## src/box_average_downscaler_core_macros.svh

```systemverilog
// Assertion macros for the box average downscaler.
// Included by files that carry concurrent assertions; expects i_clk and i_rst_n in scope.
`ifndef BOX_AVERAGE_DOWNSCALER_CORE_MACROS_SVH
`define BOX_AVERAGE_DOWNSCALER_CORE_MACROS_SVH
`ifndef NO_ASSERTIONS
// Same-cycle implication, checked out of reset.
`define BXAVG_ASSERT_IMP(label, ante, cons) \
    label: assert property (@(posedge i_clk) disable iff (!i_rst_n) (ante) |-> (cons)) \
        else $error("bxavg: same-cycle check failed");
// Next-cycle implication, checked out of reset.
`define BXAVG_ASSERT_NXT(label, ante, cons) \
    label: assert property (@(posedge i_clk) disable iff (!i_rst_n) (ante) |=> (cons)) \
        else $error("bxavg: next-cycle check failed");
`else
`define BXAVG_ASSERT_IMP(label, ante, cons)
`define BXAVG_ASSERT_NXT(label, ante, cons)
`endif
`endif

```

## src/bxavg_pkg.sv

```systemverilog
// Shared constants, register codes and types of the box average downscaler.
// Has no dependencies; every other RTL file imports it.
package bxavg_pkg;

    localparam int MAX_WIDTH_DEF = 4096;
    localparam int MAX_SCALE_DEF = 16;
    localparam int HEIGHT_LIMIT  = 4096;
    localparam int HEIGHT_W      = $clog2(HEIGHT_LIMIT + 1);
    localparam int ROW_W         = $clog2(HEIGHT_LIMIT);

    localparam int PIXEL_W    = 8;
    localparam int DIM_W      = 13;
    localparam int SCALE_W    = 5;
    localparam int CFG_IDX_W  = 2;
    localparam int CFG_DATA_W = 13;
    localparam int QUEUE_DEPTH = 4;

    localparam logic [CFG_IDX_W-1:0] REG_IN_WIDTH  = 2'd0;
    localparam logic [CFG_IDX_W-1:0] REG_IN_HEIGHT = 2'd1;
    localparam logic [CFG_IDX_W-1:0] REG_X_SCALE   = 2'd2;
    localparam logic [CFG_IDX_W-1:0] REG_Y_SCALE   = 2'd3;

    localparam logic [DIM_W-1:0]   RST_IN_WIDTH  = 13'd640;
    localparam logic [DIM_W-1:0]   RST_IN_HEIGHT = 13'd480;
    localparam logic [SCALE_W-1:0] RST_X_SCALE   = 5'd2;
    localparam logic [SCALE_W-1:0] RST_Y_SCALE   = 5'd2;

    // Classification of one finished row segment of a block.
    typedef struct packed {
        logic first;       // top row of the band: overwrite the column sum
        logic emit;        // bottom row of the band: block is complete
        logic row_last;    // last output column
        logic frame_last;  // last output of the frame
    } t_op_flags;

endpackage

```

## src/bxavg_front.sv

```systemverilog
// Front end: raster position counters and per-row block sums; classifies each
// finished row segment of a block for the back end. Depends on bxavg_pkg.
module bxavg_front #(
    parameter int MAX_WIDTH = bxavg_pkg::MAX_WIDTH_DEF,
    parameter int MAX_SCALE = bxavg_pkg::MAX_SCALE_DEF
) (
    input  logic                                   i_clk,
    input  logic                                   i_rst_n,
    input  logic                                   i_restart,
    input  logic                                   i_accept,
    input  logic [bxavg_pkg::PIXEL_W-1:0]          i_pixel,
    input  logic [$clog2(MAX_WIDTH+1)-1:0]         i_width,
    input  logic [$clog2(MAX_WIDTH+1)-1:0]         i_ow_m1,
    input  logic [$clog2(MAX_WIDTH+1)-1:0]         i_ow_xs,
    input  logic [bxavg_pkg::HEIGHT_W-1:0]         i_height,
    input  logic [bxavg_pkg::HEIGHT_W-1:0]         i_oh_ys,
    input  logic [$clog2(MAX_SCALE+1)-1:0]         i_xs,
    input  logic [$clog2(MAX_SCALE+1)-1:0]         i_ys,
    output logic                                   o_push,
    output logic [$clog2(MAX_WIDTH)-1:0]           o_oc,
    output logic [bxavg_pkg::PIXEL_W+$clog2(MAX_SCALE)-1:0] o_partial,
    output bxavg_pkg::t_op_flags                   o_flags
);
    import bxavg_pkg::*;

    localparam int WCL_W  = $clog2(MAX_WIDTH + 1);
    localparam int CW     = $clog2(MAX_WIDTH);
    localparam int SC_W   = $clog2(MAX_SCALE + 1);
    localparam int SUB_W  = $clog2(MAX_SCALE);
    localparam int PART_W = PIXEL_W + $clog2(MAX_SCALE);

    logic [CW-1:0]     r_in_col;
    logic [ROW_W-1:0]  r_in_row;
    logic [SUB_W-1:0]  r_sub_col;
    logic [SUB_W-1:0]  r_sub_row;
    logic [CW-1:0]     r_out_col;
    logic [PART_W-1:0] r_part;

    logic              in_region;
    logic              col_done;
    logic              row_last;
    logic              line_end;
    logic              frame_bottom;
    logic              sub_col_wrap;
    logic              sub_row_wrap;
    logic [PART_W-1:0] part_sum;

    always_comb begin
        in_region    = (WCL_W'(r_in_col) < i_ow_xs) && (HEIGHT_W'(r_in_row) < i_oh_ys);
        part_sum     = r_part + PART_W'(i_pixel);
        col_done     = in_region && (SC_W'(r_sub_col) == i_xs - SC_W'(1));
        row_last     = WCL_W'(r_out_col) == i_ow_m1;
        line_end     = (WCL_W'(r_in_col) + WCL_W'(1)) >= i_width;
        frame_bottom = (HEIGHT_W'(r_in_row) + HEIGHT_W'(1)) >= i_height;
        sub_col_wrap = (SC_W'(r_sub_col) + SC_W'(1)) >= i_xs;
        sub_row_wrap = (SC_W'(r_sub_row) + SC_W'(1)) >= i_ys;

        o_push             = i_accept && col_done;
        o_oc               = r_out_col;
        o_partial          = part_sum;
        o_flags.first      = r_sub_row == '0;
        o_flags.emit       = SC_W'(r_sub_row) == i_ys - SC_W'(1);
        o_flags.row_last   = row_last;
        o_flags.frame_last = row_last && (HEIGHT_W'(r_in_row) == i_oh_ys - HEIGHT_W'(1));
    end

    always_ff @(posedge i_clk) begin
        if (!i_rst_n || i_restart) begin
            r_in_col  <= '0;
            r_in_row  <= '0;
            r_sub_col <= '0;
            r_sub_row <= '0;
            r_out_col <= '0;
            r_part    <= '0;
        end else if (i_accept) begin
            if (in_region) begin
                if (col_done) begin
                    r_part    <= '0;
                    r_out_col <= r_out_col + CW'(1);
                end else begin
                    r_part <= part_sum;
                end
            end
            // The end of an input line overrides the block bookkeeping above.
            if (line_end) begin
                r_in_col  <= '0;
                r_sub_col <= '0;
                r_out_col <= '0;
                r_part    <= '0;
                if (frame_bottom) begin
                    r_in_row  <= '0;
                    r_sub_row <= '0;
                end else begin
                    r_in_row  <= r_in_row + ROW_W'(1);
                    r_sub_row <= sub_row_wrap ? '0 : r_sub_row + SUB_W'(1);
                end
            end else begin
                r_in_col  <= r_in_col + CW'(1);
                r_sub_col <= sub_col_wrap ? '0 : r_sub_col + SUB_W'(1);
            end
        end
    end

endmodule

```

## config.mk

```make
export PLATFORM = sky130hd
export DESIGN_NAME = bxavg_front
export DESIGN_NICKNAME = d
export VERILOG_FILES = /design/src/box_average_downscaler_core_macros.svh /design/src/bxavg_pkg.sv /design/src/bxavg_front.sv
export SDC_FILE = /design/constraint.sdc
export NUM_CORES = 1
export LEC_CHECK = 0
export ABC_AREA = 1
export BUFFER_PORTS_ARGS = -buffer_cell sky130_fd_sc_hd__buf_2
export CAP_MARGIN = 20
export CORE_UTILIZATION = 34
export CTS_BUF_LIST = sky130_fd_sc_hd__clkbuf_16
export CTS_CLUSTER_SIZE = 14
export DETAILED_ROUTE_END_ITERATION = 16
export GPL_TIMING_DRIVEN = 0
export PLACE_DENSITY_LB_ADDON = 0.05
export SYNTH_ARGS = -nofsm -noshare
export SYNTH_HDL_FRONTEND = slang
export SYNTH_SLANG_ARGS = --single-unit
```

## constraint.sdc

```tcl
create_clock -name i_clk -period 4.91 [get_ports i_clk]
set_clock_uncertainty 0.1 [all_clocks]
set_input_delay 0.7365 -clock i_clk [delete_from_list [all_inputs] [get_ports i_clk]]
set_output_delay 0.7365 -clock i_clk [all_outputs]
set_load 0.02 [all_outputs]
```

==> flow_summary.toml <==
[finish]
seqCellArea_um2 = 1120
final_cell_area_um2 = 6890
area_growth_pct = 16.8
multi_input_area_um2 = 4120
antenna_cells = 0
finalNonFillerCells = 1246
drive_above_1_share_pct = 17.4
finish.utilization_pct = 41.1
nets = 1189
fillers = 1914

[logic_synthesis]
synth_compound_area_share_pct = 9.67
synth_top_family_by_area = "simple AND/OR/NAND/NOR gates"
ys_seq_elements = 56
synth_area_per_cell_um2 = 6.53
synth-xor-area-share_pct = 8.31
synthCells = 904
async_flop_share_pct = 0
syn_nets = 1068
synthSimpleGateAreaFrac_pct = 35.4
synthAdderAreaFrac_pct = 16.5
ys.flop_type = "dfxtp_1"
synth_edf_count = 0
ys_seq_area_share_pct = 19.0
syn_area_um2 = 5900
ys_types = 42
synthMuxAreaShare_pct = 0
synth_warnings = 0

[floorplan]
fp.dieH_um = 134
die_w_um = 134
die-area_um2 = 17900
io_pins = 116
rows = 47
start_util_pct = 35.2
core_area_um2 = 16800

[timing]
fin_ws_ns = 1.60
tightest_slew_ns = 0.699
grt_setup_unrepaired = "false"
slew_viol_final = 0
setup_viol = 0
slew_headroom_pct = 53.4
final.min_clock_period_ns = 3.31
timing.final.crit_share_pct = 67.4
whs_ns = 0.383
fin_tns_setup_ns = 0
fmax_mhz = 302
finalHoldViolCount = 0

[clock_tree]
cts.sinks = 56
cts_resized = 0
cts_max_path_buffers = 2
ctsHoldBuffers = 0
post_cts_buffers = 0
clockRootBuffer = "clkbuf_16"
cts.reportedPaths.clkPinSlew_ns = 0.08
cts_tree = "yes"
h-tree-depth = 2
clk_latency_ns = 0.31
cts_buffers = 5

[drt]
drt_wl_total_um = 15800
initialDrtViolationCount = 265
routed_via_density = 4.66
drc = 0
wl_per_cell_um = 12.7
vias = 5808
drt-pass1-iter-count = 4
postRouteAntennaNets = 0

[place]
detailed_place.area_um2 = 6750
dp_slack_ns = 1.62
portBuffers = 114
dp_hpwl_um = 13200
gp_congestion = 0.798
post-place-cells = 1238

[setup_path]
required_ns = 4.07
crit_path_start_kind = "input pin"
critical_path_class = "input pin to primary output"
critPathMaxFanout = 4
crit_path_end_kind = "primary output"
worstPathArrival_ns = 2.47

[global_routing]
grt_pass1_wl_um = 26500
grt_usage_pct = 18.5
antenna_found_initial = 0
grt_max_degree = 18
overflow = 0
grt_pass1_vias = 5427

[power_and_ir_drop]
powerDensity_nw_per_um2 = 156
power.leakage_nw = 3.53
power_mw = 1.07
ir_drop_mv = 0.113

[worst_hold_path]
holdCritPathClass = "flop to flop"

[status]
status = "completed"

[job]
drv_cap = 0
[where the power goes]
part / internal [mW] / switching, mW / total [mW]
sequential: 0.458 / 0.00379 / 0.462
combinational: 0.0919 / 0.145 / 0.237
clock: 0.189 / 0.186 / 0.375
[state kept, by name, indices dropped and copies added, names as in the netlist]
register and count:
o_oc 12, r_in_col 12, r_in_row 12, r_part 12, r_sub_col 4, r_sub_row 4
[kinds of logic after synthesis]
| group | Yosys count |
|---|---|
| flip-flops | 56 |
| buffers and inverters | 162 |
| adder cells (fa/ha/maj) | 77 |
| AND/OR/NAND/NOR | 450 |
| XOR/XNOR | 56 |
| AO/OA/AOI/OAI | 103 |
[final timing paths]
path / slack [ns] / cells past startpoint / to / from
min reg2reg: 0.38 / 2 / r_sub_col[3]$_SDFFE_PP0P_ / r_sub_col[3]$_SDFFE_PP0P_
max: 1.60 / 11 / o_push / i_xs[1]
max reg2reg: 1.70 / 17 / o_oc[9]$_SDFFE_PP0P_ / r_in_col[0]$_SDFFE_PP0P_
min: 0.38 / 2 / r_sub_col[3]$_SDFFE_PP0P_ / r_sub_col[3]$_SDFFE_PP0P_
[layout make-up]
class / count / share of cell area [%]
Buffer: 15 / 1.58
Sequential cell: 56 / 16.3
Multi-Input combinational cell: 686 / 59.8
Timing Repair Buffer: 114 / 8.28
Inverter: 147 / 8.01
Clock inverter: 3 / 0.290
Clock buffer: 5 / 1.82
Tap cell: 220 / 3.99
[Yosys cell counts (4+ instances only)]
cell      instances  share of area, %
inv_1           142               9.0
o21ai_1           8              0.68
nand3_1          83               7.0
clkbuf_1          6              0.38
nor2_1           78               5.0
xnor2_1          13               1.9
nand2_1         215                14
a21oi_2          10               1.5
o21ai_0          20               1.7
xor2_1           43               6.4
nor3_1           12               1.0
dfxtp_1          56                19
inv_2             5              0.32
nand4_1          19               2.0
a21oi_1          58               4.9
nand3_2          13               2.2
nor2_2            5              0.53
buf_4             4              0.51
nand2_2           4              0.42
ha_1             76                16
[layer usage]
metal / GRT usage, % / up-vias / wire length [µm]
li1: - / 3162 / -
met4: 4.23 / 0 / 157
met1: 26.3 / 2524 / 8280
met3: 2.28 / 10 / 635
met5: 0 / - / 0
met2: 29.4 / 112 / 6760
[critical path, stage by stage]
cell and delay [ns]:
buf_2 0.09, inv_1 0.11, ha_1 0.26, nand2_1 0.07
nand2_1 0.04, nor2_1 0.12, nand4_1 0.13, nor2_2 0.25
inv_1 0.15, nor2_1 0.28, buf_2 0.24
[placed cells by master, fill, tap and decap left out, types with 4 or more instances in the layout]
cell       count
nand3_1       83
nor2_2         5
clkbuf_1       6
inv_2          5
o21ai_1        8
a21oi_2       10
nand2_2        4
xnor2_1       13
buf_4          4
buf_2        116
dfxtp_1       56
nor3_1        12
xor2_1        43
nand3_2       13
inv_1        143
nor2_1        78
clkbuf_16      5
nand4_1       19
ha_1          76
o21ai_0       20
a21oi_1       58
nand2_1      215
(Power assumes the default switching activity.)
