==> src/box_average_downscaler_core_macros.svh <==
// Assertion macros for the box average downscaler.
// Included by files that carry concurrent assertions; expects i_clk and i_rst_n in scope.
`ifndef BOX_AVERAGE_DOWNSCALER_CORE_MACROS_SVH
`define BOX_AVERAGE_DOWNSCALER_CORE_MACROS_SVH
`ifndef NO_ASSERTIONS
// Same-cycle implication, checked out of reset.
`define BXAVG_ASSERT_IMP(label, ante, cons) \
    label: assert property (@(posedge i_clk) disable iff (!i_rst_n) (ante) |-> (cons)) \
        else $error("bxavg: same-cycle check failed");
// Next-cycle implication, checked out of reset.
`define BXAVG_ASSERT_NXT(label, ante, cons) \
    label: assert property (@(posedge i_clk) disable iff (!i_rst_n) (ante) |=> (cons)) \
        else $error("bxavg: next-cycle check failed");
`else
`define BXAVG_ASSERT_IMP(label, ante, cons)
`define BXAVG_ASSERT_NXT(label, ante, cons)
`endif
`endif

==> src/bxavg_pkg.sv <==
// Shared constants, register codes and types of the box average downscaler.
// Has no dependencies; every other RTL file imports it.
package bxavg_pkg;

    localparam int MAX_WIDTH_DEF = 4096;
    localparam int MAX_SCALE_DEF = 16;
    localparam int HEIGHT_LIMIT  = 4096;
    localparam int HEIGHT_W      = $clog2(HEIGHT_LIMIT + 1);
    localparam int ROW_W         = $clog2(HEIGHT_LIMIT);

    localparam int PIXEL_W    = 8;
    localparam int DIM_W      = 13;
    localparam int SCALE_W    = 5;
    localparam int CFG_IDX_W  = 2;
    localparam int CFG_DATA_W = 13;
    localparam int QUEUE_DEPTH = 4;

    localparam logic [CFG_IDX_W-1:0] REG_IN_WIDTH  = 2'd0;
    localparam logic [CFG_IDX_W-1:0] REG_IN_HEIGHT = 2'd1;
    localparam logic [CFG_IDX_W-1:0] REG_X_SCALE   = 2'd2;
    localparam logic [CFG_IDX_W-1:0] REG_Y_SCALE   = 2'd3;

    localparam logic [DIM_W-1:0]   RST_IN_WIDTH  = 13'd640;
    localparam logic [DIM_W-1:0]   RST_IN_HEIGHT = 13'd480;
    localparam logic [SCALE_W-1:0] RST_X_SCALE   = 5'd2;
    localparam logic [SCALE_W-1:0] RST_Y_SCALE   = 5'd2;

    // Classification of one finished row segment of a block.
    typedef struct packed {
        logic first;       // top row of the band: overwrite the column sum
        logic emit;        // bottom row of the band: block is complete
        logic row_last;    // last output column
        logic frame_last;  // last output of the frame
    } t_op_flags;

endpackage

==> src/bxavg_cfg.sv <==
// Configuration registers and the serial divider that derives the frame geometry
// and the averaging reciprocal. Depends on bxavg_pkg.
module bxavg_cfg #(
    parameter int MAX_WIDTH = bxavg_pkg::MAX_WIDTH_DEF,
    parameter int MAX_SCALE = bxavg_pkg::MAX_SCALE_DEF
) (
    input  logic                                  i_clk,
    input  logic                                  i_rst_n,
    input  logic                                  i_we,
    input  logic [bxavg_pkg::CFG_IDX_W-1:0]       i_index,
    input  logic [bxavg_pkg::CFG_DATA_W-1:0]      i_data,
    output logic                                  o_busy,
    output logic [$clog2(MAX_WIDTH+1)-1:0]        o_width,
    output logic [$clog2(MAX_WIDTH+1)-1:0]        o_ow_m1,
    output logic [$clog2(MAX_WIDTH+1)-1:0]        o_ow_xs,
    output logic [bxavg_pkg::HEIGHT_W-1:0]        o_height,
    output logic [bxavg_pkg::HEIGHT_W-1:0]        o_oh_ys,
    output logic [$clog2(MAX_SCALE+1)-1:0]        o_xs,
    output logic [$clog2(MAX_SCALE+1)-1:0]        o_ys,
    output logic [bxavg_pkg::PIXEL_W + 2*$clog2(MAX_SCALE)
                  + $clog2(MAX_SCALE*MAX_SCALE+1):0] o_recip
);
    import bxavg_pkg::*;

    localparam int WCL_W  = $clog2(MAX_WIDTH + 1);
    localparam int SC_W   = $clog2(MAX_SCALE + 1);
    localparam int SUM_W  = PIXEL_W + 2 * $clog2(MAX_SCALE);
    localparam int PROD_W = $clog2(MAX_SCALE * MAX_SCALE + 1);
    localparam int K      = SUM_W + PROD_W;
    localparam int REC_W  = K + 1;
    localparam int DIV_W  = (K > WCL_W) ? K : WCL_W;
    localparam int CNT_W  = $clog2(DIV_W + 1);

    localparam logic [2:0] PH_IDLE  = 3'd0;
    localparam logic [2:0] PH_START = 3'd1;
    localparam logic [2:0] PH_W     = 3'd2;
    localparam logic [2:0] PH_H     = 3'd3;
    localparam logic [2:0] PH_R     = 3'd4;

    function automatic logic [WCL_W-1:0] clamp_width(input logic [DIM_W-1:0] v);
        logic [31:0] v32;
        v32 = 32'(v);
        if (v32 == 32'd0) return WCL_W'(1);
        if (v32 > 32'(MAX_WIDTH)) return WCL_W'(MAX_WIDTH);
        return WCL_W'(v32);
    endfunction

    function automatic logic [HEIGHT_W-1:0] clamp_height(input logic [DIM_W-1:0] v);
        logic [31:0] v32;
        v32 = 32'(v);
        if (v32 == 32'd0) return HEIGHT_W'(1);
        if (v32 > 32'(HEIGHT_LIMIT)) return HEIGHT_W'(HEIGHT_LIMIT);
        return HEIGHT_W'(v32);
    endfunction

    function automatic logic [SC_W-1:0] clamp_scale(input logic [SCALE_W-1:0] v);
        logic [31:0] v32;
        v32 = 32'(v);
        if (v32 == 32'd0) return SC_W'(1);
        if (v32 > 32'(MAX_SCALE)) return SC_W'(MAX_SCALE);
        return SC_W'(v32);
    endfunction

    logic [WCL_W-1:0]    r_width;
    logic [HEIGHT_W-1:0] r_height;
    logic [SC_W-1:0]     r_xs;
    logic [SC_W-1:0]     r_ys;
    logic [PROD_W-1:0]   r_area;
    logic [2:0]          r_phase;
    logic [CNT_W-1:0]    r_cnt;
    logic [PROD_W-1:0]   r_rem;
    logic [DIV_W-1:0]    r_quo;
    logic [WCL_W-1:0]    r_ow_m1;
    logic [WCL_W-1:0]    r_ow_xs;
    logic [HEIGHT_W-1:0] r_oh_ys;
    logic [REC_W-1:0]    r_recip;

    logic [PROD_W-1:0] divisor;
    logic [PROD_W:0]   rem_sh;
    logic [PROD_W:0]   rem_sub;
    logic              ge;

    always_comb begin
        unique case (r_phase)
            PH_W:    divisor = PROD_W'(r_xs);
            PH_H:    divisor = PROD_W'(r_ys);
            default: divisor = r_area;
        endcase
        rem_sh  = {r_rem, r_quo[DIV_W-1]};
        rem_sub = rem_sh - {1'b0, divisor};
        ge      = rem_sh >= {1'b0, divisor};
    end

    always_ff @(posedge i_clk) begin
        if (!i_rst_n) begin
            r_width  <= clamp_width(RST_IN_WIDTH);
            r_height <= clamp_height(RST_IN_HEIGHT);
            r_xs     <= clamp_scale(RST_X_SCALE);
            r_ys     <= clamp_scale(RST_Y_SCALE);
        end else if (i_we) begin
            unique case (i_index)
                REG_IN_WIDTH:  r_width  <= clamp_width(i_data);
                REG_IN_HEIGHT: r_height <= clamp_height(i_data);
                REG_X_SCALE:   r_xs     <= clamp_scale(i_data[SCALE_W-1:0]);
                REG_Y_SCALE:   r_ys     <= clamp_scale(i_data[SCALE_W-1:0]);
            endcase
        end
    end

    // Sequencer: three divisions in turn, each one quotient bit per cycle.
    always_ff @(posedge i_clk) begin
        if (!i_rst_n) begin
            r_phase <= PH_START;
            r_cnt   <= '0;
        end else if (i_we) begin
            r_phase <= PH_START;
        end else begin
            unique case (r_phase) inside
                PH_IDLE: begin
                end
                PH_START: begin
                    r_phase <= PH_W;
                    r_cnt   <= CNT_W'(DIV_W);
                end
                PH_W, PH_H, PH_R: begin
                    if (r_cnt != '0) begin
                        r_cnt <= r_cnt - CNT_W'(1);
                    end else begin
                        r_cnt <= CNT_W'(DIV_W);
                        if (r_phase == PH_W) begin
                            r_phase <= PH_H;
                        end else if (r_phase == PH_H) begin
                            r_phase <= PH_R;
                        end else begin
                            r_phase <= PH_IDLE;
                        end
                    end
                end
                default: r_phase <= PH_IDLE;
            endcase
        end
    end

    always_ff @(posedge i_clk) begin
        r_area <= PROD_W'(r_xs) * PROD_W'(r_ys);
        if (r_phase == PH_START) begin
            r_quo <= DIV_W'(r_width);
            r_rem <= '0;
        end else if (r_phase == PH_W || r_phase == PH_H || r_phase == PH_R) begin
            if (r_cnt != '0) begin
                r_rem <= ge ? rem_sub[PROD_W-1:0] : rem_sh[PROD_W-1:0];
                r_quo <= {r_quo[DIV_W-2:0], ge};
            end else begin
                r_rem <= '0;
                if (r_phase == PH_W) begin
                    r_ow_m1 <= WCL_W'(r_quo) - WCL_W'(1);
                    r_ow_xs <= r_width - WCL_W'(r_rem);
                    r_quo   <= DIV_W'(r_height);
                end else if (r_phase == PH_H) begin
                    r_oh_ys <= r_height - HEIGHT_W'(r_rem);
                    // All ones below bit K: the ceiling of 2^K / area is this quotient plus one.
                    r_quo   <= ~DIV_W'(0) >> (DIV_W - K);
                end else begin
                    r_recip <= REC_W'(r_quo[K-1:0]) + REC_W'(1);
                end
            end
        end
    end

    assign o_busy   = r_phase != PH_IDLE;
    assign o_width  = r_width;
    assign o_height = r_height;
    assign o_xs     = r_xs;
    assign o_ys     = r_ys;
    assign o_ow_m1  = r_ow_m1;
    assign o_ow_xs  = r_ow_xs;
    assign o_oh_ys  = r_oh_ys;
    assign o_recip  = r_recip;

endmodule

==> config.mk <==
export PLATFORM = sky130hd
export DESIGN_NAME = bxavg_cfg
export DESIGN_NICKNAME = d
export VERILOG_FILES = /design/src/box_average_downscaler_core_macros.svh /design/src/bxavg_pkg.sv /design/src/bxavg_cfg.sv
export SDC_FILE = /design/constraint.sdc
export NUM_CORES = 1
export LEC_CHECK = 0
export ABC_AREA = 1
export BUFFER_PORTS_ARGS = -buffer_cell sky130_fd_sc_hd__buf_2
export CAP_MARGIN = 20
export CORE_MARGIN = 2
export CORE_UTILIZATION = 63
export CTS_CLUSTER_DIAMETER = 80
export CTS_CLUSTER_SIZE = 8
export DETAILED_ROUTE_END_ITERATION = 7
export HOLD_SLACK_MARGIN = 0.12
export PLACE_DENSITY_LB_ADDON = 0.05
export RECOVER_POWER = 100
export SLEW_MARGIN = 10
export SYNTH_ARGS = -nofsm -noshare
export SYNTH_HDL_FRONTEND = slang
export SYNTH_SLANG_ARGS = --single-unit
==> constraint.sdc <==
create_clock -name i_clk -period 5.5 [get_ports i_clk]
set_input_delay 1.65 -clock i_clk [delete_from_list [all_inputs] [get_ports i_clk]]
set_output_delay 1.65 -clock i_clk [all_outputs]
set_load 0.01 [all_outputs]
==> impl_metrics.prom <==
# TYPE chip_impl_metric gauge
chip_impl_metric{name="power.density_cell_area",unit="mW/mm^2"} 423
chip_impl_info{name="clockRootBuffer",value="sky130_fd_sc_hd__clkbuf_16"} 1
chip_impl_metric{name="grt_remaining_overflow",unit=""} 0
chip_impl_metric{name="layout.core_utilization",unit="%"} 72.6
chip_impl_metric{name="cts.htree.levels",unit=""} 4
chip_impl_info{name="end_kind",value="flop"} 1
chip_impl_metric{name="floorplan.initialDensity",unit="%"} 64.6
chip_impl_metric{name="detail_route.iter0.violations",unit=""} 657
chip_impl_metric{name="place_hpwl",unit="microns"} 16200
chip_impl_metric{name="vdd.ir_drop.worst",unit="mV"} 0.183
chip_impl_metric{name="timing.max_cap.violations",unit=""} 1
chip_impl_metric{name="die_area",unit="sq mm"} 0.0146
chip_impl_metric{name="post_dp_cell_area",unit="sq mm"} 0.00936
chip_impl_metric{name="port-buffer-count",unit=""} 119
chip_impl_metric{name="crit_path_max_incr_delay",unit="ns"} 1.10
chip_impl_metric{name="final_antenna_net_count",unit=""} 0
chip_impl_metric{name="cp.arrival",unit="ns"} 4.11
chip_impl_info{name="critical_path_class",value="input port to flop"} 1
chip_impl_metric{name="grt_first_pass_wirelength",unit="microns"} 34400
chip_impl_metric{name="grt_pass1_vias",unit=""} 6988
chip_impl_metric{name="synth-edff-count",unit=""} 78
chip_impl_info{name="worstSetupStartpoint",value="i_we"} 1
chip_impl_info{name="holdCritPathClass",value="flop to flop"} 1
chip_impl_info{name="crit_slowest_cell",value="sky130_fd_sc_hd__nor3_1"} 1
chip_impl_metric{name="synth.lib_cells_used.distinct",unit=""} 40
chip_impl_metric{name="critical_path.n_buffers_inverters",unit=""} 3
chip_impl_metric{name="layout.cell_area.non_filler",unit="sq mm"} 0.00965
chip_impl_metric{name="avgSynthCellArea",unit="sq um"} 8.49
chip_impl_metric{name="seq_area_frac_synth",unit="%"} 44.5
chip_impl_info{name="critPathLaunchType",value="input port"} 1
chip_impl_metric{name="rows",unit=""} 42
chip_impl_metric{name="dp_slack",unit="ns"} 2.21
chip_impl_metric{name="max-clock-path-buffers",unit=""} 2
chip_impl_metric{name="synth_largest_type_area_fraction",unit="%"} 27.3
chip_impl_info{name="reg2reg_from",value="r_phase[2]$_SDFFE_PP0P_"} 1
chip_impl_metric{name="timing.reg2reg.setup_slack",unit="ns"} 1.88
chip_impl_metric{name="areaGrowthSynthToFinish",unit="%"} 12.4
chip_impl_info{name="outcome",value="complete, but fails checks"} 1
chip_impl_metric{name="hold_slack",unit="ns"} 0.478
chip_impl_metric{name="hold_violations",unit=""} 0
chip_impl_metric{name="floorplan.core_area",unit="sq mm"} 0.0133
chip_impl_metric{name="n_antenna_cell",unit=""} 0
chip_impl_metric{name="setup_total_negative_slack",unit="ns"} 0
chip_impl_info{name="cpLargestDelayFamily",value="simple AND/OR/NAND/NOR gates"} 1
chip_impl_metric{name="rr_worst_depth",unit=""} 14
chip_impl_info{name="timing.critical_path.cells",value="clkbuf_1 -> inv_1 -> nor3_1 -> clkinv_1 -> o21ai_0 -> a21oi_1"} 1
chip_impl_metric{name="first_pass_iters",unit=""} 5
chip_impl_metric{name="slew-limit-headroom",unit="%"} -16.8
chip_impl_metric{name="syn_inst",unit=""} 1012
chip_impl_metric{name="timing.final.setup_violations",unit=""} 0
chip_impl_metric{name="synth-async-reset-ratio",unit="%"} 0
chip_impl_info{name="synth_ff_type",value="sky130_fd_sc_hd__edfxtp_1"} 1
chip_impl_metric{name="synth_area",unit="sq mm"} 0.00859
chip_impl_info{name="violations",value="max-capacitance violations, max-slew violations"} 1
chip_impl_metric{name="synth_net_count",unit=""} 1088
chip_impl_metric{name="min_period",unit="ns"} 3.81
chip_impl_metric{name="antenna_found_initial",unit=""} 0
chip_impl_metric{name="worst_ep_required_time",unit="ns"} 5.81
chip_impl_metric{name="fin_nets",unit=""} 1213
chip_impl_metric{name="worst_skew_pair.late_latency",unit="ns"} 0.43
chip_impl_metric{name="final.fill_count",unit=""} 1099
chip_impl_metric{name="routed_via_density",unit=""} 5.62
chip_impl_metric{name="gr-usage-all-layers",unit="%"} 30.7
chip_impl_metric{name="globalplace.congestion",unit=""} 1.00
chip_impl_metric{name="chip_height",unit="microns"} 121
chip_impl_metric{name="tritoncts.num_buffers",unit=""} 17
chip_impl_metric{name="grt_start_max_net_pins",unit=""} 28
chip_impl_metric{name="tritoncts_num_sinks",unit=""} 152
chip_impl_info{name="netlist.top_cell.by_area",value="sky130_fd_sc_hd__edfxtp_1"} 1
chip_impl_metric{name="tcrit_tclk_final",unit="%"} 69.3
chip_impl_metric{name="postCtsHoldBufs",unit=""} 0
chip_impl_metric{name="via_count",unit=""} 7455
chip_impl_metric{name="totalWireLength",unit="microns"} 21600
chip_impl_metric{name="p_leak",unit="nW"} 4.17
chip_impl_metric{name="chipWidth",unit="microns"} 121
chip_impl_info{name="worst_setup_path_endpoint",value="o_height[12]$_SDFFE_PN0P_"} 1
chip_impl_metric{name="max_freq",unit="GHz"} 0.263
chip_impl_metric{name="synth.ff_latch_count",unit=""} 152
chip_impl_metric{name="cts_setup_buffers",unit=""} 0
chip_impl_info{name="reg_to_reg_end",value="r_quo[0]$_DFFE_PP_"} 1
chip_impl_metric{name="top_level_ports",unit=""} 120
chip_impl_metric{name="path_max_fanout",unit=""} 17
chip_impl_metric{name="layout-drive-gt1-share",unit="%"} 4.87
chip_impl_metric{name="ctsResizeCount",unit=""} 0
chip_impl_metric{name="yosys_warnings",unit=""} 0
chip_impl_metric{name="final-max-slew-violation-count",unit=""} 22
chip_impl_info{name="rsz0062_at_grt",value="no"} 1
chip_impl_info{name="tritoncts",value="done"} 1
chip_impl_info{name="netlist_top_cells_area",value="sky130_fd_sc_hd__edfxtp_1, sky130_fd_sc_hd__dfxtp_1, sky130_fd_sc_hd__nand2_1, sky130_fd_sc_hd__ha_1, sky130_fd_sc_hd__inv_1"} 1
chip_impl_metric{name="route.detailed.wl_per_inst",unit="microns"} 16.3
chip_impl_metric{name="final.setup.worst_slack",unit="ns"} 1.69
chip_impl_metric{name="clk_pin_slew_worst_paths",unit="ns"} 0.06
chip_impl_metric{name="clock_skew",unit="ns"} 0.0101
chip_impl_metric{name="worst_slew_pin_slew",unit="ns"} 1.74
chip_impl_metric{name="post-route-drc-count",unit=""} 0
chip_impl_metric{name="cp_num_cells",unit=""} 6
## placed cells by master (no fill, tap or decap), drive strengths merged
master / instances
o221ai: 3
clkinvlp: 3
a21oi: 64
inv: 144
xor2: 52
nand2: 222
nand3b: 2
clkinv: 12
o21ai: 67
o311ai: 7
nand3: 73
nor4: 1
o211ai: 4
ha: 47
edfxtp: 78
a211oi: 2
nor2: 68
o22ai: 4
clkbuf: 124
o21bai: 2
nand4: 18
buf: 16
nor3: 21
bufinv: 1
o21a: 1
dfxtp: 74
fa: 11
xnor2: 15
a31oi: 13
or2: 1
## layout make-up
| cell class | instances | area [sq um] | area share (%) |
|---|---|---|---|
| clock buffers | 19 | 443 | 4.59 |
| clock inverters | 13 | 105 | 1.09 |
| repair buffers | 121 | 474 | 4.91 |
| well taps | 176 | 220 | 2.28 |
| multi-input cells | 698 | 4040 | 41.8 |
| inverters | 147 | 552 | 5.72 |
| flip-flops and latches | 152 | 3820 | 39.6 |
## Yosys cell counts, drive strengths merged (4+ instances only)
| master | n |
|---|---|
| edfxtp | 78 |
| ha | 47 |
| inv | 143 |
| dfxtp | 74 |
| xor2 | 52 |
| nor2 | 68 |
| buf | 6 |
| xnor2 | 15 |
| o21ai | 67 |
| nor3 | 21 |
| o311ai | 7 |
| o22ai | 4 |
| clkinv | 4 |
| a21oi | 64 |
| nand4 | 18 |
| o211ai | 4 |
| nand2 | 222 |
| fa | 11 |
| nand3 | 73 |
| clkbuf | 9 |
| a31oi | 13 |
## per-layer routing
metal	part of all wire, %	up-vias	track usage [%]	wire (microns)
li1	-	3649	-	-
met1	44	3425	40.0	9410
met2	46	315	49.8	9900
met3	6.4	66	5.52	1380
met4	4.0	0	14.2	869
met5	0	-	0	0
## per-stage QoR
stage | std cells | power, mW
after floorplan | 1012 | 2.64
after global placement | 1293 | 2.99
after detailed placement | 1294 | 3.01
after CTS | 1326 | 4.09
after global routing | 1326 | 4.36
final | 1326 | 4.09
## worst min path at each step
| stage | end | start | cells after the start | slack, ns |
|---|---|---|---|---|
| 5_1_grt | r_rem[3]$_SDFFE_PP0P_ | r_rem[3]$_SDFFE_PP0P_ | 2 | 0.50 |
| 3_3_place_gp | r_rem[5]$_SDFFE_PP0P_ | r_rem[5]$_SDFFE_PP0P_ | 2 | 0.46 |
| 3_5_place_dp | r_rem[7]$_SDFFE_PP0P_ | r_rem[7]$_SDFFE_PP0P_ | 2 | 0.47 |
| 6_report | r_rem[3]$_SDFFE_PP0P_ | r_rem[3]$_SDFFE_PP0P_ | 2 | 0.48 |
| 2_1_floorplan | r_rem[2]$_SDFFE_PP0P_ | r_rem[2]$_SDFFE_PP0P_ | 2 | 0.45 |
| 4_1_cts | r_rem[7]$_SDFFE_PP0P_ | r_rem[7]$_SDFFE_PP0P_ | 2 | 0.48 |
## where the power goes
part           internal, mW  total [mW]  leakage, nW  switching, mW
sequential             1.38        1.50         1.33          0.118
combinational         0.518        1.51         2.57          0.989
clock                 0.628        1.08        0.268          0.456
total                  2.52        4.09         4.17           1.56
## registers in the layout, summed over array words and instances (netlist names)
signal	flops
r_area	9
o_width	13
o_ow_m1	13
r_phase	3
o_ow_xs	13
r_cnt	5
o_recip	26
r_quo	25
o_xs	5
o_ys	5
o_oh_ys	13
o_height	13
r_rem	9
## worst reg2reg max path, stage by stage, from the launching register on
cell	delay, ns
sky130_fd_sc_hd__dfxtp_1	0.34
sky130_fd_sc_hd__inv_1	0.12
sky130_fd_sc_hd__nand2_1	0.23
sky130_fd_sc_hd__nor2_2	0.22
sky130_fd_sc_hd__inv_2	0.16
sky130_fd_sc_hd__o21bai_1	0.41
sky130_fd_sc_hd__ha_1	0.34
sky130_fd_sc_hd__nand2_1	0.07
sky130_fd_sc_hd__inv_1	0.05
sky130_fd_sc_hd__nand2_1	0.06
sky130_fd_sc_hd__nor2_1	0.04
sky130_fd_sc_hd__nor2_1	0.53
sky130_fd_sc_hd__nand2_1	0.44
sky130_fd_sc_hd__o21ai_0	0.25
sky130_fd_sc_hd__o21ai_0	0.10
## logic make-up after synthesis
group	share of synthesized area (%)
AO/OA/AOI/OAI	10.7
XOR/XNOR	6.83
adder cells (fa/ha/maj)	9.41
buffers and inverters	7.26
flip-flops	44.5
AND/OR/NAND/NOR	21.3
Note: power is estimated with default switching activity, not from simulation.
