`src/box_average_downscaler_core_macros.svh`:
```
// Assertion macros for the box average downscaler.
// Included by files that carry concurrent assertions; expects i_clk and i_rst_n in scope.
`ifndef BOX_AVERAGE_DOWNSCALER_CORE_MACROS_SVH
`define BOX_AVERAGE_DOWNSCALER_CORE_MACROS_SVH
`ifndef NO_ASSERTIONS
// Same-cycle implication, checked out of reset.
`define BXAVG_ASSERT_IMP(label, ante, cons) \
    label: assert property (@(posedge i_clk) disable iff (!i_rst_n) (ante) |-> (cons)) \
        else $error("bxavg: same-cycle check failed");
// Next-cycle implication, checked out of reset.
`define BXAVG_ASSERT_NXT(label, ante, cons) \
    label: assert property (@(posedge i_clk) disable iff (!i_rst_n) (ante) |=> (cons)) \
        else $error("bxavg: next-cycle check failed");
`else
`define BXAVG_ASSERT_IMP(label, ante, cons)
`define BXAVG_ASSERT_NXT(label, ante, cons)
`endif
`endif

```
`src/bxavg_pkg.sv`:
```
// Shared constants, register codes and types of the box average downscaler.
// Has no dependencies; every other RTL file imports it.
package bxavg_pkg;

    localparam int MAX_WIDTH_DEF = 4096;
    localparam int MAX_SCALE_DEF = 16;
    localparam int HEIGHT_LIMIT  = 4096;
    localparam int HEIGHT_W      = $clog2(HEIGHT_LIMIT + 1);
    localparam int ROW_W         = $clog2(HEIGHT_LIMIT);

    localparam int PIXEL_W    = 8;
    localparam int DIM_W      = 13;
    localparam int SCALE_W    = 5;
    localparam int CFG_IDX_W  = 2;
    localparam int CFG_DATA_W = 13;
    localparam int QUEUE_DEPTH = 4;

    localparam logic [CFG_IDX_W-1:0] REG_IN_WIDTH  = 2'd0;
    localparam logic [CFG_IDX_W-1:0] REG_IN_HEIGHT = 2'd1;
    localparam logic [CFG_IDX_W-1:0] REG_X_SCALE   = 2'd2;
    localparam logic [CFG_IDX_W-1:0] REG_Y_SCALE   = 2'd3;

    localparam logic [DIM_W-1:0]   RST_IN_WIDTH  = 13'd640;
    localparam logic [DIM_W-1:0]   RST_IN_HEIGHT = 13'd480;
    localparam logic [SCALE_W-1:0] RST_X_SCALE   = 5'd2;
    localparam logic [SCALE_W-1:0] RST_Y_SCALE   = 5'd2;

    // Classification of one finished row segment of a block.
    typedef struct packed {
        logic first;       // top row of the band: overwrite the column sum
        logic emit;        // bottom row of the band: block is complete
        logic row_last;    // last output column
        logic frame_last;  // last output of the frame
    } t_op_flags;

endpackage

```
`src/bxavg_fifo.sv`:
```
// Short queue of classified operations between the front and back ends.
// Depends on bxavg_pkg for its default depth.
module bxavg_fifo #(
    parameter int DATA_W = 8,
    parameter int DEPTH  = bxavg_pkg::QUEUE_DEPTH
) (
    input  logic              i_clk,
    input  logic              i_rst_n,
    input  logic              i_push,
    input  logic [DATA_W-1:0] i_data,
    input  logic              i_pop,
    output logic [DATA_W-1:0] o_data,
    output logic              o_empty,
    output logic              o_full
);
    import bxavg_pkg::*;

    localparam int PTR_W = (DEPTH > 1) ? $clog2(DEPTH) : 1;
    localparam int CNT_W = $clog2(DEPTH + 1);

    logic [DATA_W-1:0] r_slots [DEPTH];
    logic [PTR_W-1:0]  r_wr_ptr;
    logic [PTR_W-1:0]  r_rd_ptr;
    logic [CNT_W-1:0]  r_count;
    logic              do_push;
    logic              do_pop;

    assign o_empty = r_count == '0;
    assign o_full  = r_count == CNT_W'(DEPTH);
    assign do_push = i_push && !o_full;
    assign do_pop  = i_pop && !o_empty;
    assign o_data  = r_slots[r_rd_ptr];

    always_ff @(posedge i_clk) begin
        if (do_push) begin
            r_slots[r_wr_ptr] <= i_data;
        end
    end

    always_ff @(posedge i_clk) begin
        if (!i_rst_n) begin
            r_wr_ptr <= '0;
            r_rd_ptr <= '0;
            r_count  <= '0;
        end else begin
            if (do_push) begin
                r_wr_ptr <= (r_wr_ptr == PTR_W'(DEPTH - 1)) ? '0 : r_wr_ptr + PTR_W'(1);
            end
            if (do_pop) begin
                r_rd_ptr <= (r_rd_ptr == PTR_W'(DEPTH - 1)) ? '0 : r_rd_ptr + PTR_W'(1);
            end
            if (do_push && !do_pop) begin
                r_count <= r_count + CNT_W'(1);
            end else if (do_pop && !do_push) begin
                r_count <= r_count - CNT_W'(1);
            end
        end
    end

endmodule

```
`config.mk`:
```
export PLATFORM = sky130hd
export DESIGN_NAME = bxavg_fifo
export DESIGN_NICKNAME = d
export VERILOG_FILES = /design/src/box_average_downscaler_core_macros.svh /design/src/bxavg_pkg.sv /design/src/bxavg_fifo.sv
export SDC_FILE = /design/constraint.sdc
export NUM_CORES = 1
export LEC_CHECK = 0
export BUFFER_PORTS_ARGS = -buffer_cell sky130_fd_sc_hd__buf_2
export CORE_UTILIZATION = 30
export CTS_CLUSTER_SIZE = 40
export DETAILED_ROUTE_END_ITERATION = 10
export SYNTH_ARGS = -nofsm -noshare
export SYNTH_HDL_FRONTEND = slang
export SYNTH_SLANG_ARGS = --single-unit
```
`constraint.sdc`:
```
create_clock -name i_clk -period 2.6 [get_ports i_clk]
set_input_delay 0.52 -clock i_clk [delete_from_list [all_inputs] [get_ports i_clk]]
set_output_delay 0.52 -clock i_clk [all_outputs]
set_load 0.03 [all_outputs]
```
==> results of run 1 <==
-- timing repair --
item                       in CTS  in global routing
gates resized for setup         0                  1
setup endpoints to repair       0                  1
hold buffers                    0                  0
-- worst paths after layout --
kind,endpoint,from,slack [ps],depth (start not counted)
worst max register to register,r_count[2],r_count[1],310,7
worst min register to register,r_wr_ptr[1],r_wr_ptr[1],510,2
worst max-delay path,r_count[2],r_count[1],310,7
worst min-delay path,r_slots[2][5],i_data[5],450,1
-- per-layer routing --
| layer | track usage | routed length, µm |
|---|---|---|
| met3 | 0.0503 | 154 |
| met4 | 0.0309 | 22 |
| met1 | 0.116 | 1110 |
| met2 | 0.178 | 1280 |
| met5 | 0 | 0 |
-- power groups by stage --
| stage | clock (mW) | sequential [mW] | combinational, mW |
|---|---|---|---|
| final | 0.487 | 0.897 | 0.537 |
| after detailed placement | 0 | 0.915 | 0.538 |
| after CTS | 0.499 | 0.901 | 0.540 |
| after global routing | 0.527 | 0.919 | 0.586 |
| after global placement | 0 | 0.904 | 0.515 |
| after floorplan | 0 | 0.859 | 0.444 |
-- Yosys cell counts --
cell and count:
or3_1 1, nor2_1 2, nor3_1 1, nand3_1 2
and2_1 5, nor2b_1 2, mux2i_1 3, mux4_2 8
edfxtp_1 32, nor3b_2 1, xor2_1 1, o21ai_0 3
o31ai_1 1, fa_1 1, ha_1 6, xnor2_1 1
buf_2 2, a21boi_0 1, nand2_1 6, dfxtp_1 9
inv_1 3, buf_1 1, clkbuf_1 1
-- final cells by class --
| type | instances | share of cell area |
|---|---|---|
| Timing Repair Buffer | 22 | 0.0584 |
| Tap cell | 70 | 0.0454 |
| Inverter | 3 | 0.00584 |
| Clock buffer | 5 | 0.0357 |
| Multi-Input combinational cell | 45 | 0.241 |
| Clock inverter | 3 | 0.0214 |
| Sequential cell | 41 | 0.592 |
-- sequential cells by signal (all words and copies together) (netlist names), named ones only --
register and count:
r_count 3, r_wr_ptr 2, r_rd_ptr 2, r_slots 32
-- per-stage QoR --
step                power (mW)  setup WS, ps  cells  area [µm²]   util
floorplan                 1.30           499     93        1630      -
global placement          1.42           434    181        1810  0.351
detailed placement        1.45           203    181        1810  0.351
CTS                       1.94           196    189        1920  0.372
global route              2.03           160    189        1930  0.373
finish                    1.92           310    189        1930  0.373
-- cells by family (layout without fill, tap and decap cells) --
logic type	Yosys count	count (layout)
flops	41	41
fa+ha+maj	7	7
mux	11	11
buf+inv	7	33
xor+xnor	2	2
simple gates	20	20
compound gates	5	5
-- critical path: cells and delay by family (launching register included) --
| family | cells | cell delay [ps] |
|---|---|---|
| and+or+nand+nor | 1 | 320 |
| DFF | 1 | 380 |
| xor gates and xnor gates | 1 | 160 |
| AOI/OAI and AO/OA | 2 | 640 |
| adders and majority gates | 2 | 650 |
| buffers and inverters | 1 | 70 |
==> key figures, run 1 <==
Outcome
  – Run status: finished, final reports clean

Critical path
  – Crit path kind: register to register
  – Worst path slowest cell: o31ai_2
  – CP arrival: 2490 ps
  – CP required: 2800 ps
  – Max FO, Critical Path: 5
  – CP max stage delay: 430 ps
  – Crit. End Element: register
  – CP Launch Type: register
  – CP Cell Sequence: o31ai_2 -> ha_1 -> inv_1 -> fa_1 -> xor2_1 -> or3_1 -> a21boi_0

Yosys
  – Warnings, synthesis: 0
  – Synth Register Bits: 41
  – Ranking of synthesized cells by area: edfxtp_1, dfxtp_1, mux4_2
  – Top cell type's share of synthesized area: 0.589
  – Compound-gate portion of the synthesized area: 0.0184
  – Syn nets: 112
  – Synth Area in Adders: 0.0583
  – Synth Area per Inst: 17.5 µm²
  – Seq/Total Area, Yosys: 0.700
  – Mux contribution to synthesized area: 0.129
  – Syn Inst Count: 93
  – Yosys top cell by area: edfxtp_1
  – Synth Area in XOR/XNOR: 0.0107
  – Synthesized area: 1630 µm²
  – Main combinational cell family by area after synthesis: multiplexers
  – Unique masters post-synth: 23
  – Synth Area in Simple Gates: 0.0660

Die
  – Io pins: 22
  – Initial core utilization: 0.315
  – Die height: 75.7 µm
  – Die area: 5730 µm²
  – CORE AREA: 5170 µm²
  – Die Wd: 75.7 µm
  – Row count: 26

Power
  – Switching power total: 0.604 mW
  – Comb power frac: 0.280
  – Share of total power in the clock network: 0.253
  – Switching Share: 0.314
  – Power density over the cells: 996 nW/µm²
  – P_int: 1.32 mW
  – Worst vdd ir: 502 µV
  – Leakage: 0.688 nW
  – Sequential power share: 0.467

Placement
  – GP Congestion: 0.680
  – Port Buf Inserts: 21
  – HPWL after DPL: 1830 µm

Routing
  – 1st-iter DRT viols: 45
  – Antenna Nets Post-Route: 0
  – Vias: 839
  – DRT Pass-1 Iters: 3
  – DR WL/cell: 13.6 µm
  – Routed WL: 2570 µm
  – Vias per cell: 4.44
  – DRC viols: 0

STA
  – Worst rel slew slack: 0.627
  – Final hold violations: 0
  – F_max: 437 MHz
  – RSZ-0062 raised after global routing: no
  – Post-Route Setup TNS: 0 ps
  – Clock skew: 2.42 ps
  – Final min period: 2290 ps
  – Worst Tran Pin Value: 558 ps
  – Final period util: 0.881
  – Worst hold slack: 449 ps
  – Slew Limit Fails: 0
  – Final count of negative-setup-slack endpoints: 0

CTS
  – Total CTS buffers: 5
  – CTS tree: built
  – Clock sink total: 41
  – Clk Latency, worst-skew pair: 280 ps
  – Postcts setup bufs: 0
  – Max clock buf depth: 2
  – Worst-path clk slew: 70 ps
  – H-tree levels: 2
  – Clock Root Buffer: clkbuf_8

Cells and area
  – Multi-input gate area: 465 µm²
  – Antenna Cells: 0
  – FILL cells: 477
  – Area Overhead vs Synth: 18.3%
  – Commonest non-fill, non-tap cell in the layout: edfxtp_1
  – Reg area: 1140 µm²
  – Nets: 137
  – Commonest cells after routing, fill and taps aside: edfxtp_1, buf_2, dfxtp_1
  – Share of layout cells above drive strength 1: 0.328

Min path
  – Hold Crit Class: input pin to register

Global route
  – GRT Overall Usage: 0.104
  – Largest net degree at the start of global routing: 14
  – First-pass GRT wire length: 4150 µm
  – Initial antenna violation count: 0
  – Grt total ovfl: 0
  – Vias in the first global route: 844

Flow run
  – Max-cap viol count: 0
No activity file was read; power rests on OpenSTA's default activity.
==> run 2, diff against run 1 <==
==> constraint.sdc (replaced) <==
create_clock -name i_clk -period 2.4 [get_ports i_clk]
set_input_delay 0.48 -clock i_clk [delete_from_list [all_inputs] [get_ports i_clk]]
set_output_delay 0.48 -clock i_clk [all_outputs]
set_load 0.03 [all_outputs]
==> key figures, run 2 (synthesis results as in run 1) <==
STA
  – Post-Route Setup TNS: 0 ps (unchanged)
  – Clock skew: 6.48 ps (+4.06 ps)
  – F_max: 454 MHz (+3.9%)
  – Slew Limit Fails: 0 (unchanged)
  – Worst Tran Pin Value: 429 ps (-129 ps)
  – Worst hold slack: 411 ps (-37.6 ps)
  – RSZ-0062 raised after global routing: no
  – Worst rel slew slack: 0.714 (+0.0866)
  – Final period util: 0.918 (+0.0372)
  – Final hold violations: 0 (unchanged)
  – Final min period: 2200 ps (-86.8 ps)
  – Final count of negative-setup-slack endpoints: 0 (unchanged)

Global route
  – Grt total ovfl: 0 (unchanged)
  – First-pass GRT wire length: 3990 µm (-3.8%)
  – GRT Overall Usage: 0.102 (-0.00257)
  – Vias in the first global route: 855 (+1.3%)
  – Initial antenna violation count: 0 (unchanged)
  – Largest net degree at the start of global routing: 13 (-1)

Die
  – Initial core utilization: 0.315 (unchanged)
  – CORE AREA: 5170 µm² (unchanged)
  – Row count: 26 (unchanged)
  – Die Wd: 75.7 µm (unchanged)
  – Die height: 75.7 µm (unchanged)
  – Io pins: 22 (unchanged)
  – Die area: 5730 µm² (unchanged)

Critical path
  – Crit. End Element: register
  – CP required: 2610 ps (-190 ps)
  – CP arrival: 2410 ps (-80 ps)
  – Max FO, Critical Path: 5 (unchanged)
  – CP Launch Type: register
  – Crit path kind: register to register

Cells and area
  – FILL cells: 506 (+6.1%)
  – Area Overhead vs Synth: 17.0%
  – Antenna Cells: 0 (unchanged)
  – Layout Utilization: 0.369 (-0.00387)
  – Nets: 139 (+1.5%)
  – Share of layout cells above drive strength 1: 0.325 (-0.00273)
  – Commonest non-fill, non-tap cell in the layout: edfxtp_1
  – Max FFs per register: 32 (unchanged)
  – Commonest cells after routing, fill and taps aside: edfxtp_1, buf_2, dfxtp_1
  – Largest regs: r_slots x32, r_count x3
  – Final design area excluding fillers: 1910 µm² (-1.0%)
  – Biggest register: r_slots

Power
  – Power density over the cells: 1030 nW/µm² (+3.7%)
  – Sequential power share: 0.476 (+0.009)
  – PnR Total Power: 1.97 mW (+2.6%)
  – Worst vdd ir: 529 µV (+5.2%)
  – Comb power frac: 0.315 (+0.035)
  – Switching Share: 0.325 (+0.0110)
  – Leakage: 0.684 nW (-0.56%)
  – Switching power total: 0.641 mW (+6.2%)
  – P_int: 1.33 mW (+0.97%)
  – Share of total power in the clock network: 0.209 (-0.044)

CTS
  – Clock sink total: 41 (unchanged)
  – Clk Latency, worst-skew pair: 290 ps (about the same)
  – Postcts setup bufs: 0 (unchanged)
  – Post-cts resize count: 0 (unchanged)
  – Worst-path clk slew: 80 ps (about the same)
  – Max clock buf depth: 2 (unchanged)
  – H-tree levels: 2 (unchanged)
  – Total CTS buffers: 5 (unchanged)
  – CTS tree: built
  – Clock Root Buffer: clkbuf_8
  – CTS Hold Bufs: 0 (unchanged)

Routing
  – DR WL/cell: 13.5 µm (-0.57%)
  – Routed WL: 2570 µm (about the same)
  – Vias per cell: 4.37 (-1.5%)
  – DRT Pass-1 Iters: 4 (+1)
  – Antenna Nets Post-Route: 0 (unchanged)
  – Vias: 831 (-0.95%)
  – 1st-iter DRT viols: 30 (-33%)
  – DRC viols: 0 (unchanged)

Placement
  – Placed inst area: 1830 µm² (+0.83%)
  – HPWL after DPL: 1800 µm (-1.5%)
  – GP Congestion: 0.689 (+1.5%)
  – Port Buf Inserts: 21 (unchanged)

Min path
  – Hold Crit Class: input pin to register

Outcome
  – Run status: finished, final reports clean

Flow run
  – Max-cap viol count: 0 (unchanged)
[run 2: changes by cell type in the layout (fill, tap and decap cells not counted)]
cell	previous run	this run
bufinv_16	1	0
o31ai_2	1	0
buf_4	1	3
o31ai_1	0	1
[run 2: stage by stage]
stage / std cells / setup slack (ps)
floorplan: 93 / 299
global placement: 183 / 407
detailed placement: 183 / 238
CTS: 190 / 216
global route: 190 / 48.5
finish: 190 / 197
[run 2: area by class of cell]
cell class,instances,area (µm²),share of cell area
Multi-Input combinational cell,45,460,0.241
Inverter,3,11.3,0.00590
Timing Repair Buffer,24,128,0.0669
Clock buffer,5,68.8,0.0361
Clock inverter,2,11.3,0.00590
Sequential cell,41,1140,0.598
Tap cell,70,87.6,0.0459
[run 2: worst max-delay path: stages (launching register included)]
cell      delay, ps
dfxtp_1         380
o31ai_1         380
ha_1            260
inv_1            60
fa_1            380
xor2_1          160
or3_1           300
a21boi_0        200
[run 2: path summary, 6_finish.rpt]
kind	startpoint	endpoint	slack (ps)	cells after the start
setup / recovery	r_count[0]	r_count[2]	200	7
hold / removal	i_data[3]	r_slots[2][3]	410	1
setup reg to reg	r_count[0]	r_count[2]	200	7
hold reg to reg	r_wr_ptr[1]	r_wr_ptr[1]	510	2
[run 2: power groups by stage]
stage | Combinational [mW] | Sequential (mW) | Clock [mW]
global placement | 0.610 | 0.947 | 0
floorplan | 0.480 | 0.931 | 0
detailed placement | 0.633 | 0.957 | 0
finish | 0.621 | 0.938 | 0.411
CTS | 0.635 | 0.940 | 0.421
global route | 0.693 | 0.952 | 0.451
[run 2: per-layer routing]
| metal | routed length (µm) | GRT usage |
|---|---|---|
| met5 | 0 | 0 |
| met4 | 9 | 0.0309 |
| met3 | 154 | 0.0556 |
| met2 | 1280 | 0.171 |
| met1 | 1120 | 0.111 |
==> run 3, diff against run 2 <==
--- a/config.mk
+++ b/config.mk
@@ -5,10 +5,10 @@
 export SDC_FILE = /design/constraint.sdc
 export NUM_CORES = 1
 export LEC_CHECK = 0
-export BUFFER_PORTS_ARGS = -buffer_cell sky130_fd_sc_hd__buf_2
 export CORE_UTILIZATION = 30
 export CTS_CLUSTER_SIZE = 40
 export DETAILED_ROUTE_END_ITERATION = 10
+export DONT_BUFFER_PORTS = 1
 export SYNTH_ARGS = -nofsm -noshare
 export SYNTH_HDL_FRONTEND = slang
 export SYNTH_SLANG_ARGS = --single-unit
==> key figures, run 3 (synthesis results as in run 1) <==
Outcome
  – Run status: finished, final reports clean

Critical path
  – CP arrival: 2370 ps (-40 ps)
  – CP Launch Type: register
  – Max FO, Critical Path: 5 (unchanged)
  – Worst R2R End: r_count[2]
  – Crit. End Element: register
  – R2r worst-path depth: 7 (unchanged)
  – Crit path kind: register to register
  – Flop-to-flop setup slack: 240 ps (+40 ps)
  – CP required: 2610 ps (about the same)
  – R2R Path Start: r_count[0]

CTS
  – Clock Root Buffer: clkbuf_8
  – Clock sink total: 41 (unchanged)
  – Postcts setup bufs: 0 (unchanged)
  – Max clock buf depth: 2 (unchanged)
  – Total CTS buffers: 5 (unchanged)
  – Worst-path clk slew: 80 ps (about the same)
  – CTS tree: built
  – H-tree levels: 2 (unchanged)
  – Clk Latency, worst-skew pair: 290 ps (about the same)
  – Post-cts resize count: 0 (unchanged)
  – CTS Hold Bufs: 0 (unchanged)

STA
  – RSZ-0062 raised after global routing: no
  – Final count of negative-setup-slack endpoints: 0 (unchanged)
  – Post-Route Setup TNS: 0 ps (unchanged)
  – Worst Tran Pin Value: 532 ps (+103 ps)
  – Final hold violations: 0 (unchanged)
  – Final period util: 0.901 (-0.0175)
  – Final min period: 2160 ps (-42.0 ps)
  – Clock skew: 8.17 ps (+1.69 ps)
  – F_max: 463 MHz (+1.9%)
  – Worst rel slew slack: 0.645 (-0.0690)
  – Slew Limit Fails: 0 (unchanged)

Routing
  – DRT Pass-1 Iters: 4 (unchanged)
  – Antenna Nets Post-Route: 0 (unchanged)
  – DRC viols: 0 (unchanged)
  – Vias: 782 (-5.9%)
  – Routed WL: 2600 µm (+1.3%)
  – Vias per cell: 4.57 (+4.6%)
  – 1st-iter DRT viols: 51 (+70%)
  – DR WL/cell: 15.2 µm (+13%)

Placement
  – Dpl cells: 163 (-11%)
  – Port Buf Inserts: 0 (-100%)
  – GP Congestion: 0.636 (-7.7%)
  – HPWL after DPL: 1840 µm (+1.9%)
  – Placed inst area: 1730 µm² (-5.3%)

Cells and area
  – FILL cells: 487 (-3.8%)
  – Largest regs: r_slots x32, r_count x3
  – Commonest cells after routing, fill and taps aside: edfxtp_1, dfxtp_1, mux4_2
  – Nets: 119 (-14%)
  – Share of layout cells above drive strength 1: 0.208 (-0.117)
  – Reg area: 1140 µm² (unchanged)
  – Max FFs per register: 32 (unchanged)
  – Antenna Cells: 0 (unchanged)
  – Biggest register: r_slots
  – Commonest non-fill, non-tap cell in the layout: edfxtp_1
  – Final design area excluding fillers: 1850 µm² (-3.3%)
  – Area Overhead vs Synth: 13.2%
  – Multi-input gate area: 460 µm² (unchanged)
  – Post-Layout Cell Count: 171 (-10%)

Min path
  – Hold Crit Class: input pin to register
  – Min-delay src: i_data[7]
  – Worst Hold End: r_slots[2][7]
  – Worst hold stages: 0 (-1)

Die
  – Row count: 26 (unchanged)
  – Die height: 75.7 µm (unchanged)
  – Die area: 5730 µm² (unchanged)
  – Io pins: 22 (unchanged)
  – Initial core utilization: 0.315 (unchanged)
  – CORE AREA: 5170 µm² (unchanged)
  – Die Wd: 75.7 µm (unchanged)

Flow run
  – Max-cap viol count: 0 (unchanged)

Power
  – Power density over the cells: 1110 nW/µm² (+7.6%)
  – Leakage: 0.622 nW (-9.1%)
  – Worst vdd ir: 474 µV (-10%)

Global route
  – GRT Overall Usage: 0.103 (+0.00140)
  – Vias in the first global route: 884 (+3.4%)
  – Grt total ovfl: 0 (unchanged)
  – First-pass GRT wire length: 4120 µm (+3.3%)
  – Largest net degree at the start of global routing: 15 (+2)
  – Initial antenna violation count: 0 (unchanged)
## run 3: layer usage
metal  routed length [µm]  up-vias  track usage
met3                  174        4       0.0344
met1                 1030      393        0.107
met5                    0        -            0
met4                   36        0       0.0494
met2                 1350       23        0.188
li1                     -      362            -
## run 3: power by group
| part | total [mW] | switching, mW | leakage, nW | internal, mW |
|---|---|---|---|---|
| combinational | 0.535 | 0.316 | 0.200 | 0.219 |
| clock | 0.548 | 0.237 | 0.0543 | 0.311 |
| sequential | 0.968 | 0.0938 | 0.367 | 0.874 |
| total | 2.05 | 0.647 | 0.622 | 1.40 |
## run 3: worst max path at each step
| stage | start | end | slack, ps | cells after the start |
|---|---|---|---|---|
| global placement | r_count[0] | r_count[2] | 420 | 7 |
| detailed placement | r_count[0] | r_count[2] | 260 | 7 |
| CTS | register | o_data[1] | 210 | 1 |
| global route | r_count[0] | r_count[2] | 100 | 7 |
| finish | r_count[0] | r_count[2] | 240 | 7 |
| floorplan | r_count[1] | r_count[2] | 300 | 9 |
## run 3: stage by stage
stage | setup WS (ps) | util | hold slack (ps) | power (mW)
finish | 239 | 0.357 | 281 | 2.05
CTS | 212 | 0.357 | 270 | 2.08
global route | 98.9 | 0.357 | 261 | 2.17
floorplan | 299 | - | 468 | 1.41
global placement | 423 | 0.335 | 476 | 1.49
detailed placement | 262 | 0.335 | 504 | 1.53
## run 3: area by class of cell
| class | count | share of cell area |
|---|---|---|
| clock inverter | 3 | 0.0251 |
| clock buffer | 5 | 0.0373 |
| tap | 70 | 0.0475 |
| sequential | 41 | 0.618 |
| inverter | 3 | 0.00610 |
| multi-input combinational | 45 | 0.249 |
| timing repair buffer | 4 | 0.0163 |
## run 3: critical path, stage by stage, from the launching register on
cell and delay [ps]:
dfxtp_1 380, o31ai_1 350, ha_1 260, inv_1 70
fa_1 370, xor2_1 160, or3_1 310, a21boi_0 180
